--- src/ttoff_pkg.sv ---
package ttoff_pkg;

  localparam int IDX_W     = 48;
  localparam int RANK_W    = 3;
  localparam int DIMS_W    = 48;
  localparam int PERM_W    = 18;
  localparam int AXIS_BITS = 3;
  localparam int BPS       = 4;
  localparam int NSTEP     = IDX_W / BPS;
  localparam int CFG_IDX_W = 2;
  localparam int CFG_W     = 48;
  localparam int OUT_TDATA_W = 48;
  localparam int OUT_TUSER_W = 2;

  localparam logic [CFG_IDX_W-1:0] REG_RANK = 2'd0;
  localparam logic [CFG_IDX_W-1:0] REG_DIMS = 2'd1;
  localparam logic [CFG_IDX_W-1:0] REG_PERM = 2'd2;

  localparam logic [RANK_W-1:0] RANK_RST = 3'd1;
  localparam logic [PERM_W-1:0] PERM_RST = 18'd181896;

endpackage

--- src/ttoff_div_stage.sv ---
module ttoff_div_stage #(
  parameter int DIM_BITS = 8,
  parameter int MAX_RANK = 6,
  parameter int AXIS     = 0,
  parameter bit LAST     = 1'b0
) (
  input  logic                               clk,
  input  logic                               rst_n,
  input  logic                               en,
  input  logic                               in_vld,
  input  logic [ttoff_pkg::IDX_W-1:0]        in_work,
  input  logic [DIM_BITS-1:0]                in_rem,
  input  logic [MAX_RANK*DIM_BITS-1:0]       in_coord,
  input  logic [DIM_BITS:0]                  divisor,
  output logic                               out_vld,
  output logic [ttoff_pkg::IDX_W-1:0]        out_work,
  output logic [DIM_BITS-1:0]                out_rem,
  output logic [MAX_RANK*DIM_BITS-1:0]       out_coord
);
  import ttoff_pkg::*;

  logic                         vld_r;
  logic [IDX_W-1:0]             work_r, work_nxt;
  logic [DIM_BITS-1:0]          rem_r, rem_nxt;
  logic [MAX_RANK*DIM_BITS-1:0] coord_r, coord_nxt;

  // restoring division, BPS quotient bits per stage, quotient shifts into work
  always_comb begin
    logic [DIM_BITS:0]    trial;
    logic [DIM_BITS-1:0]  rem_v;
    logic [IDX_W-1:0]     work_v;
    logic                 qb;
    rem_v  = in_rem;
    work_v = in_work;
    for (int k = 0; k < BPS; k++) begin
      trial = {rem_v, work_v[IDX_W-1]};
      qb    = 1'b0;
      if (trial >= divisor) begin
        trial = trial - divisor;
        qb    = 1'b1;
      end
      rem_v  = trial[DIM_BITS-1:0];
      work_v = {work_v[IDX_W-2:0], qb};
    end
    work_nxt  = work_v;
    coord_nxt = in_coord;
    rem_nxt   = rem_v;
    if (LAST) begin
      coord_nxt[AXIS*DIM_BITS +: DIM_BITS] = rem_v;
      rem_nxt = '0;
    end
  end

  always_ff @(posedge clk) begin
    if (!rst_n) begin
      vld_r <= 1'b0;
    end else if (en) begin
      vld_r <= in_vld;
    end
    if (en) begin
      work_r  <= work_nxt;
      rem_r   <= rem_nxt;
      coord_r <= coord_nxt;
    end
  end

  assign out_vld   = vld_r;
  assign out_work  = work_r;
  assign out_rem   = rem_r;
  assign out_coord = coord_r;

endmodule

--- config.mk ---
export PLATFORM = sky130hd
export DESIGN_NAME = ttoff_div_stage
export DESIGN_NICKNAME = d
export VERILOG_FILES = /design/src/ttoff_pkg.sv /design/src/ttoff_div_stage.sv
export SDC_FILE = /design/constraint.sdc
export NUM_CORES = 1
export LEC_CHECK = 0
export BUFFER_PORTS_ARGS = -buffer_cell sky130_fd_sc_hd__buf_4
export CAP_MARGIN = 20
export CORE_ASPECT_RATIO = 1.4
export CORE_UTILIZATION = 52
export DETAILED_ROUTE_END_ITERATION = 10
export GPL_ROUTABILITY_DRIVEN = 0
export HOLD_SLACK_MARGIN = 0.06
export PLACE_DENSITY = 0.93
export SLEW_MARGIN = 40
export SYNTH_ARGS = -nofsm -noshare
export SYNTH_HDL_FRONTEND = slang
export SYNTH_SLANG_ARGS = --single-unit
export TNS_END_PERCENT = 30
--- constraint.sdc ---
create_clock -name clk -period 22.4 [get_ports clk]
set_clock_uncertainty 0.05 [all_clocks]
set_input_delay 1.12 -clock clk [delete_from_list [all_inputs] [get_ports clk]]
set_output_delay 1.12 -clock clk [all_outputs]
set_load 0.005 [all_outputs]
* Yosys cells after proc, flatten, opt, wreduce, memory -nomap -nowiden
Cells that the tools add are included.
** Storage, ports and cells
- Flip-flop bits (word level) :: 105
- Bits of input ports :: 117
- Word-level logic and storage cells :: 20
** Operators by class
- $add $sub $neg :: 4
- $lt $le $gt $ge :: 4
- Mux-type cells :: 8
** Operator list (count)
- $ge 9x9->1 :: 4
- $mux 8 :: 4
- $sub 8x8->8 :: 4
- $mux 1 :: 4

* Depth between registers and ports, before layout
Gate-level depths: netlist of run 1.
- Depth after elaboration :: 8
- Mapped depth :: 38
- Depth with buffers taken out :: 36

* Worst setup path before layout of run 1
Ideal clock, no wire load.
- Path type :: input port to flip-flop
- Start point :: in divisor[1]
- End point :: reg rem_r[2] (netlist: out_rem[2]) (data pin)
- Library setup time :: 0.260 ns
- Arrival time :: 7.770 ns
- Required time :: 22.090 ns
- Setup slack :: 14.320 ns
- Stages :: 34
- Cells stage by stage :: inv_1 -> ha_1 -> nor2b_4 -> o311a_4 -> o21a_4 -> o221ai_4 -> mux2_4 -> inv_1 -> ha_1 -> nor2b_4 -> o31ai_4 -> a21oi_2 -> a2111oi_4 -> inv_2 -> mux2_2 -> inv_1 -> ha_1 -> o21ai_0 -> a21oi_1 -> o311a_1 -> o221ai_1 -> a21o_1 -> clkbuf_8 -> or3_1 -> o21ai_0 -> ha_1 -> and3_1 -> o21ai_1 -> nand3_1 -> a221oi_1 -> a311o_1 -> clkbuf_8 -> inv_2 -> mux2_2
** On the way
- Word-level cells in the longest chain between the ends :: 8
- Elaborated cells on any way between the ends :: 12
- Classes of those cells :: add/sub: 4; order compare: 4; mux: 4
** Ends and longest elaborated chain
- start: declaration :: RTL line ttoff_div_stage.sv:14 : input logic [DIM_BITS:0] divisor,
- $sub 8x8->8 / $ge 9x9->1 (equally long branches) :: RTL line ttoff_div_stage.sv:39, ttoff_div_stage.sv:38
- $mux 8 :: RTL line ttoff_div_stage.sv:38 : if (trial >= divisor) begin
- $sub 8x8->8 / $ge 9x9->1 (equally long branches) :: RTL line ttoff_div_stage.sv:39, ttoff_div_stage.sv:38
- $mux 8 :: RTL line ttoff_div_stage.sv:38
- $ge 9x9->1 / $sub 8x8->8 (equally long branches) :: RTL line ttoff_div_stage.sv:38, ttoff_div_stage.sv:39
- $mux 8 :: RTL line ttoff_div_stage.sv:38
- $sub 8x8->8 / $ge 9x9->1 (equally long branches) :: RTL line ttoff_div_stage.sv:39, ttoff_div_stage.sv:38
- $mux 8 (*) :: RTL line ttoff_div_stage.sv:38
- net rem_nxt[2] :: RTL line ttoff_div_stage.sv:24 : logic [DIM_BITS-1:0] rem_r, rem_nxt;
- end signal: assignment :: RTL line ttoff_div_stage.sv:62 : rem_r <= rem_nxt;
- end: declaration :: RTL line ttoff_div_stage.sv:24
The timed path passes the listed nets; every way through them passes the cells marked *.
A chain may end at the register's enable or synchronous reset.

* Worst setup path in the final report of run 1
- Start point :: in divisor[1]
- End point :: reg rem_r[7] (netlist: out_rem[7]) (data pin)
** On the way
- Word-level cells in the longest chain between the ends :: 8
- Elaborated cells on any way between the ends :: 12
- Classes of those cells :: add/sub: 4; order compare: 4; mux: 4
** Ends and longest elaborated chain (RTL line)
- $sub 8x8->8 / $ge 9x9->1 (equally long branches) :: ttoff_div_stage.sv:39, ttoff_div_stage.sv:38
- $mux 8 :: ttoff_div_stage.sv:38
- $sub 8x8->8 / $ge 9x9->1 (equally long branches) :: ttoff_div_stage.sv:39, ttoff_div_stage.sv:38
- $mux 8 :: ttoff_div_stage.sv:38
- $sub 8x8->8 / $ge 9x9->1 (equally long branches) :: ttoff_div_stage.sv:39, ttoff_div_stage.sv:38
- $mux 8 :: ttoff_div_stage.sv:38
- $sub 8x8->8 / $ge 9x9->1 (equally long branches) :: ttoff_div_stage.sv:39, ttoff_div_stage.sv:38
- $mux 8 (*) :: ttoff_div_stage.sv:38
- net rem_nxt[7] :: ttoff_div_stage.sv:24
Marks and branches as above.

==> results of run 1 <==
==> stage by stage <==
stage / util / cells / setup slack, ps
final: 0.7566 / 715 / 13280
after global placement: 0.7252 / 699 / 13490
after floorplan: - / 347 / 14320
after CTS: 0.7566 / 715 / 13480
after global routing: 0.7566 / 715 / 12880
after detailed placement: 0.7256 / 699 / 13170
==> worst reg2reg max path, cell delays in order, from the launching register on <==
cell,delay [ps]
dfxtp_1,320
mux2i_1,130
nor2b_1,60
==> power groups by stage <==
stage	sequential [mW]	clock [mW]	combinational [mW]
after floorplan	0.263	0	0.182
after global placement	0.261	0	0.262
after detailed placement	0.262	0	0.279
after CTS	0.259	0.159	0.285
after global routing	0.260	0.165	0.311
final	0.259	0.156	0.294
==> cells in the mapped netlist, types with 4 or more instances <==
master,instances
a21o_1,7
a21oi_1,14
edfxtp_1,104
fa_1,4
ha_1,36
inv_1,24
mux2_2,8
mux2_4,6
mux2i_1,7
nand2_1,12
nand2b_1,4
nand3_1,4
nor2_1,24
nor2b_1,4
nor3_1,4
o21a_1,5
o21ai_0,11
or3_1,4
xnor2_1,12
xor2_1,5
==> registers in the layout (all words and copies together), names as in the netlist <==
signal and flops:
out_rem 8, out_vld 1, out_coord 48, out_work 48
==> kinds of logic after synthesis <==
group | count (synthesis)
muxes | 21
DFF | 105
buffers and inverters | 29
and+or+nand+nor | 72
AOI/OAI and AO/OA | 63
xor gates and xnor gates | 17
adders and majority gates | 40
==> final cells by class <==
class | instances | area, µm² | share of cell area
sequential | 105 | 3143 | 0.4367
multi-input combinational | 213 | 1822 | 0.2531
timing repair buffer | 222 | 1670 | 0.2321
clock buffer | 9 | 225.2 | 0.03129
tap | 132 | 165.2 | 0.02295
inverter | 27 | 101.3 | 0.01408
clock inverter | 7 | 70.07 | 0.009736
==> routing by layer <==
layer | wire, µm | part of all wire
met1 | 5163 | 0.31
met2 | 8925 | 0.53
met3 | 2092 | 0.12
met4 | 628 | 0.037
met5 | 0 | 0
==> final timing paths <==
| kind | to | startpoint |
|---|---|---|
| worst min register to register | out_vld$_SDFFE_PN0P_ | out_vld$_SDFFE_PN0P_ |
| worst max-delay path | out_rem[7]$_DFFE_PP_ | divisor[1] |
| worst min-delay path | out_vld$_SDFFE_PN0P_ | out_vld$_SDFFE_PN0P_ |
| worst max register to register | out_vld$_SDFFE_PN0P_ | out_vld$_SDFFE_PN0P_ |
==> results.cfg, run 1 <==
[outcome]
status = finished clean

[final_layout]
fin_nets = 735
num_antenna_cells = 0
fillerInstances = 560
drive_gt1_frac = 0.4614
layout_common_cells = 221 x buf_4, 104 x edfxtp_1, 36 x ha_1
postLayoutCellArea_um2 = 7197
final_common_cell = buf_4
areaGrowthSynthToFinish_pct = 41.29

[setup_path]
path_depth = 32
cp.required_ps = 22560
slowest_delay_ps = 520
r2r_slack_ps = 21740
r2r_cells = 2
crit_type = in2reg
setup.worst_path.start_class = input port
path_buf_inv = 5
cp_top_family = compound AO/OA/AOI/OAI gates
critPathCaptureType = register
crit_path_top_delay_cell = a2111oi_4
crit_top_cell = ha_1
cp_max_fo = 10
critPathArrivalTime_ps = 9290

[detailed_routing]
wirelength_um = 16810
via_count = 4086
postRouteAntennaNets = 0
post_drt_wl_per_cell_um = 23.51
first_iter_violations = 366
dr.pass1.iters = 8
viasPerCell = 5.715
drc = 0

[pwr]
power_frac_comb = 0.415
finalPower_mw = 0.7090
p_clk_frac = 0.220
powerDensity_nw_per_um2 = 98.51
ir_drop_mv = 0.04836
internal_power_mw = 0.4743
p_switching_mw = 0.2347
seq_power_share = 0.365
swShare = 0.3310
leakagePower_nw = 3.199

[timing]
timing.hold.ws_ps = 494.1
fin_crit_sh = 0.4073
period_needed_ps = 9123
setup_viol = 0
max_freq_mhz = 109.6
max_slew_margin = 0.4767
fin_setup_tns_ps = 0
tightestPinTransition_ps = 785.0
rsz0062_at_grt = no
maxSlewViolCount = 0
hold_viol_final = 0

[floorplanning]
fp.dieH_um = 119.1
dieArea_um2 = 10200
start_util = 0.5355
io_pins = 222
fp.dieW_um = 85.65
rows = 42
core_area_um2 = 9512

[grt]
grt_util_all_layers = 0.3318
top_usage_layer = met2
antenna_found_initial = 1
first_global_vias = 4120
use_met3 = 0.1538
grt_max_degree = 91
met2_usage = 0.5940
grt_remaining_overflow = 0
grt_pass1_wl_um = 24290
use_met1 = 0.3177

[cts]
cts_max_path_buffers = 2
htree_num_levels = 3
cts_sinks = 105
root_buffer = clkbuf_16
cts_tree = built
cts_buffers = 9
clkTransAtPathRegs_ps = 70
ctsResizeCount = 0
post-cts-setup-buffer-count = 0
clkLatencyLatePin_ps = 340
holdBufCountCts = 0

[yosys]
synth_top_family_by_area = adder cells
syn_nets = 504
ys_types = 55
yosysSeqAreaShare = 0.6170
avgSynthCellArea_um2 = 14.68
synthXorXnorAreaFrac = 0.02923
yosys-top-cells-area = edfxtp_1 61%, ha_1 8.8%, xnor2_1 2.1%, inv_1 1.8%, mux2_2 1.8%
synth_top_area_frac = 0.6131
syn-cell-area_um2 = 5094
synth_compound_area_frac = 0.1005
synth_fa_ha_area_frac = 0.1042
yosysWarnings = 0
async_flop_share = 0
synth-seq-cells = 105
yosys.area_share.simple = 0.07467
synth-edff-count = 104
yosys.area.top_type = edfxtp_1
ys.flop_type = edfxtp_1
synth_mux_area_frac = 0.04913
synth_cells = 347

[min_path]
min_path_type = reg2reg
whs_path_depth = 2

[placed_design]
placed_area_um2 = 6902
io_buffers = 221
post-dp-hpwl_um = 12270

[run]
cap_violations = 0
Note: power is estimated with default switching activity, not from simulation.
==> inputs of run 2 (changes only) <==
Settings changed: CORE_UTILIZATION 52 to 48, PLACE_DENSITY 0.93 to 0.87.
Clock period 22.4 ns to 8.85 ns, I/O delays scaled along.
==> run 2 against run 1 <==
- sequential power grew to 2.5 times the previous value
- routed wire length is 13% lower
- clock power grew to 2.7 times the previous value
- via count is 5.8% lower
- sequential cell count stayed put
- non-clock buffer count is 1 higher
- final cell count is 0.98% higher
- worst setup slack worse by 13000 ps
- utilization is 5.6 points lower
- critical path depth is 1 lower
- worst hold slack worse by 270 ps
- combinational power is 140% higher
- critical endpoint unchanged
- largest cell class unchanged
==> results.cfg, run 2 (synthesized netlist as in run 1, its figures left out) <==
[setup_path]
crit_type = in2reg
critPathCaptureType = register
crit_start = divisor[1]
r2r_slack_ps = 8190
cp.required_ps = 9000
crit_path_top_delay_cell = a2111oi_4
r2r_cells = 2
cp-endpoint = out_rem[7]$_DFFE_PP_
crit_top_cell = ha_1
r2r_start = out_vld$_SDFFE_PN0P_
critPathArrivalTime_ps = 8430
cp_max_fo = 10
slowest_delay_ps = 510
setup.worst_path.start_class = input port
r2r_end = out_vld$_SDFFE_PN0P_

[cts]
htree_num_levels = 3
cts_buffers = 9
cts_sinks = 105
cts_tree = built
holdBufCountCts = 0
clkLatencyLatePin_ps = 330
clkTransAtPathRegs_ps = 80
cts_max_path_buffers = 2
root_buffer = clkbuf_16

[detailed_routing]
dr.pass1.iters = 4
first_iter_violations = 299
viasPerCell = 5.330
post_drt_wl_per_cell_um = 20.24
drc = 0
wirelength_um = 14610
via_count = 3848
postRouteAntennaNets = 0

[floorplanning]
dieArea_um2 = 11030
core_area_um2 = 10350
start_util = 0.4921
rows = 44
io_pins = 222
fp.dieH_um = 123.9
fp.dieW_um = 89.06

[grt]
antenna_found_initial = 0
grt_remaining_overflow = 0
grt_max_degree = 47
first_global_vias = 3844
grt_pass1_wl_um = 20620
grt_util_all_layers = 0.2618

[final_layout]
drive_gt1_frac = 0.4658
layout_common_cells = 222 x buf_4, 104 x edfxtp_1, 36 x ha_1
multiInputGateArea_um2 = 1823
num_antenna_cells = 0
areaGrowthSynthToFinish_pct = 42.45
fin_nets = 736
ff_latch_area_um2 = 3143
postLayoutCellArea_um2 = 7256
fillerInstances = 713
final_common_cell = buf_4

[timing]
rsz0062_at_grt = no
tightestPinTransition_ps = 466.1
hold_viol_final = 0
fin_crit_sh = 0.9355
setup_viol = 0
max_freq_mhz = 120.8
fin_setup_tns_ps = 0
maxSlewViolCount = 0
period_needed_ps = 8280
max_slew_margin = 0.6892

[placed_design]
io_buffers = 221
post-dp-hpwl_um = 11590
placed_area_um2 = 6925

[pwr]
leakagePower_nw = 3.223
powerDensity_nw_per_um2 = 247.2
ir_drop_mv = 0.1084

[min_path]
min_path_type = in2reg

[run]
cap_violations = 0

[outcome]
status = finished clean
==> run 2: through the flow <==
stage	instances	util	total power, mW	hold WS (ps)	setup WS, ps
2_1_floorplan	347	-	1.126	457.3	1448
3_3_place_gp	705	0.6672	1.329	450.8	600.6
3_5_place_dp	706	0.6691	1.363	489.0	212.5
4_1_cts	722	0.7009	1.789	215.3	570.8
5_1_grt	722	0.7010	1.885	210.3	102.3
6_report	722	0.7010	1.794	224.4	570.5
==> run 2: where the power goes <==
group / switching, mW / internal [mW]
logic: 0.365 / 0.350
registers: 0.0197 / 0.632
clock network: 0.176 / 0.251
==> run 2: layout make-up <==
class / count / area share
sequential: 105 / 0.4332
multi-input combinational: 213 / 0.2513
timing repair buffer: 223 / 0.2325
clock buffer: 9 / 0.03104
tap: 138 / 0.02380
clock inverter: 7 / 0.01431
inverter: 27 / 0.01397
==> run 2: layer usage <==
layer,global-route usage,share of wire,vias to the layer above
met5,0,0,-
met4,0.1071,0.030,0
met3,0.1286,0.12,32
met2,0.4591,0.52,196
met1,0.2609,0.33,1840
li1,-,-,1780
==> run 2: how the worst min path moves through the flow <==
stage,from,end,slack (ps),cells past startpoint
3_3_place_gp,out_vld$_SDFFE_PN0P_,out_vld$_SDFFE_PN0P_,450,2
6_report,in_work[23],out_work[27]$_DFFE_PP_,220,1
3_5_place_dp,out_vld$_SDFFE_PN0P_,out_vld$_SDFFE_PN0P_,490,2
2_1_floorplan,out_vld$_SDFFE_PN0P_,out_vld$_SDFFE_PN0P_,460,2
4_1_cts,in_work[23],out_work[27]$_DFFE_PP_,220,1
5_1_grt,in_work[21],out_work[25]$_DFFE_PP_,210,1
==> run 2: critical path, delay by kind of cell <==
kind | cells | cell delay [ps]
mux | 2 | 710
fa+ha+maj | 4 | 1340
simple gates | 4 | 720
compound gates | 16 | 4400
buf+inv | 5 | 790
==> run 2: what timing repair did <==
item	CTS	global route
resized for setup	0	1
hold endpoints to repair	0	0
endpoints found under the setup margin	0	5
buffers inserted	0	0
==> inputs of run 3 (changes only) <==
==> constraint.sdc (replaced) <==
create_clock -name clk -period 8.85 [get_ports clk]
set_clock_uncertainty 0.05 [all_clocks]
set_input_delay 1.3275 -clock clk [delete_from_list [all_inputs] [get_ports clk]]
set_output_delay 1.3275 -clock clk [all_outputs]
set_load 0.005 [all_outputs]
==> run 3 against run 2 <==
- worst hold slack improved by 250 ps
- largest power group unchanged
- cell area rose by 1.3%
- largest cell class unchanged
- critical path depth did not move
- total power rose by 0.74%
- critical path type unchanged
==> results.cfg, run 3 (synthesized netlist as in run 1, its figures left out) <==
[grt]
top_usage_layer = met2
use_met1 = 0.2796
grt_pass1_wl_um = 21250
antenna_found_initial = 0
first_global_vias = 3958
met2_usage = 0.4524
grt_util_all_layers = 0.2674
use_met3 = 0.1219
grt_remaining_overflow = 0
grt_max_degree = 75

[setup_path]
crit_path_top_delay_cell = a2111oi_4
cp.required_ps = 8880
r2r_end = out_vld$_SDFFE_PN0P_
crit_top_cell = ha_1
cp_top_family = compound AO/OA/AOI/OAI gates
r2r_cells = 2
critPathArrivalTime_ps = 8540
critPathCaptureType = register
r2r_start = out_vld$_SDFFE_PN0P_
crit_type = in2reg
cp_max_fo = 9
setup.worst_path.start_class = input port
r2r_slack_ps = 8220
slowest_delay_ps = 490
path_buf_inv = 5

[floorplanning]
rows = 44
core_area_um2 = 10350
start_util = 0.4921
dieArea_um2 = 11030
io_pins = 222
fp.dieW_um = 89.06
fp.dieH_um = 123.9

[pwr]
ir_drop_mv = 0.1209
p_clk_frac = 0.201
powerDensity_nw_per_um2 = 245.9
swShare = 0.3206
leakagePower_nw = 3.286
seq_power_share = 0.362
p_switching_mw = 0.5794
internal_power_mw = 1.228
power_frac_comb = 0.437
finalPower_mw = 1.807

[placed_design]
post-dp-hpwl_um = 11780
post-place-ws_ps = -75.94
io_buffers = 221

[final_layout]
areaGrowthSynthToFinish_pct = 44.26
fin_util = 0.7100
num_antenna_cells = 0
final_common_cell = buf_4
fin_nets = 755
layout_common_cells = 241 x buf_4, 104 x edfxtp_1, 36 x ha_1
drive_gt1_frac = 0.4842

[detailed_routing]
wirelength_um = 14920
drc = 0
first_iter_violations = 252
dr.pass1.iters = 4
postRouteAntennaNets = 0
viasPerCell = 5.363
via_count = 3974
post_drt_wl_per_cell_um = 20.13

[timing]
max_freq_mhz = 117.5
fin_crit_sh = 0.9618
max_slew_margin = 0.5598
period_needed_ps = 8512
tightestPinTransition_ps = 660.2
maxSlewViolCount = 0
timing.hold.ws_ps = 470.3
hold_viol_final = 0
setup_viol = 0
setup_ws_ps = 337.7

[cts]
root_buffer = clkbuf_16
clkTransAtPathRegs_ps = 70
holdBufCountCts = 0
cts_buffers = 9
cts_tree = built
cts_max_path_buffers = 2
clkLatencyLatePin_ps = 330
cts_sinks = 105
htree_num_levels = 3

[min_path]
whs_endpoint = out_vld$_SDFFE_PN0P_
min_path_type = reg2reg
whs_path_depth = 2
hp-start = out_vld$_SDFFE_PN0P_

[outcome]
status = finished clean

[run]
cap_violations = 0
## run 3: changes by cell type in the layout (fill, tap and decap cells not counted), sizes merged
cell,before,now
inv,28,30
buf,223,242
bufinv,2,0
## run 3: power by group through the flow
stage	clock, mW	combinational, mW	sequential [mW]
2_1_floorplan	0	0.460	0.666
6_report	0.363	0.790	0.654
5_1_grt	0.389	0.856	0.659
4_1_cts	0.372	0.763	0.655
3_3_place_gp	0	0.731	0.661
3_5_place_dp	0	0.758	0.664
## run 3: per-stage QoR
| step | cell area, µm² | instances | setup TNS, ps |
|---|---|---|---|
| 2_1_floorplan | 5094 | 347 | 0 |
| 3_3_place_gp | 7041 | 723 | 0 |
| 3_5_place_dp | 7044 | 723 | -268.8 |
| 4_1_cts | 7322 | 739 | 0 |
| 5_1_grt | 7348 | 741 | -21.90 |
| 6_report | 7348 | 741 | 0 |
## run 3: routing by layer
layer / vias to the layer above / share of wire
met3: 47 / 0.12
met4: 0 / 0.048
li1: 1819 / -
met2: 198 / 0.50
met1: 1910 / 0.33
met5: - / 0
## run 3: worst max-delay path by stage
stage                      startpoint  slack, ps  depth (start not counted)                   end
after floorplan            divisor[1]        560                         34  out_rem[2]$_DFFE_PP_
after global placement     divisor[1]        250                         30  out_rem[2]$_DFFE_PP_
after detailed placement   divisor[1]        -80                         31  out_rem[2]$_DFFE_PP_
after CTS                  divisor[1]        210                         32  out_rem[6]$_DFFE_PP_
after global routing      in_work[47]        -10                         34  out_rem[3]$_DFFE_PP_
final                      divisor[1]        340                         31  out_rem[3]$_DFFE_PP_
## run 3: layout make-up
type,instances,area (µm²)
multi-input combinational,213,1833
inverter,27,101.3
timing repair buffer,242,1821
tap,138,172.7
clock buffer,9,225.2
fill,726,3002
clock inverter,7,52.55
sequential,105,3143
## run 3: worst register-to-register path, stage by stage (launching register included)
cell and delay, ps:
dfxtp_1 310, mux2i_1 110, nor2b_1 50
## run 3: timing repair
| item | CTS | global route |
|---|---|---|
| resized for setup | 0 | 3 |
| setup buffers | 0 | 2 |
| endpoints found under the setup margin | 0 | 9 |
| hold endpoints to repair | 0 | 0 |
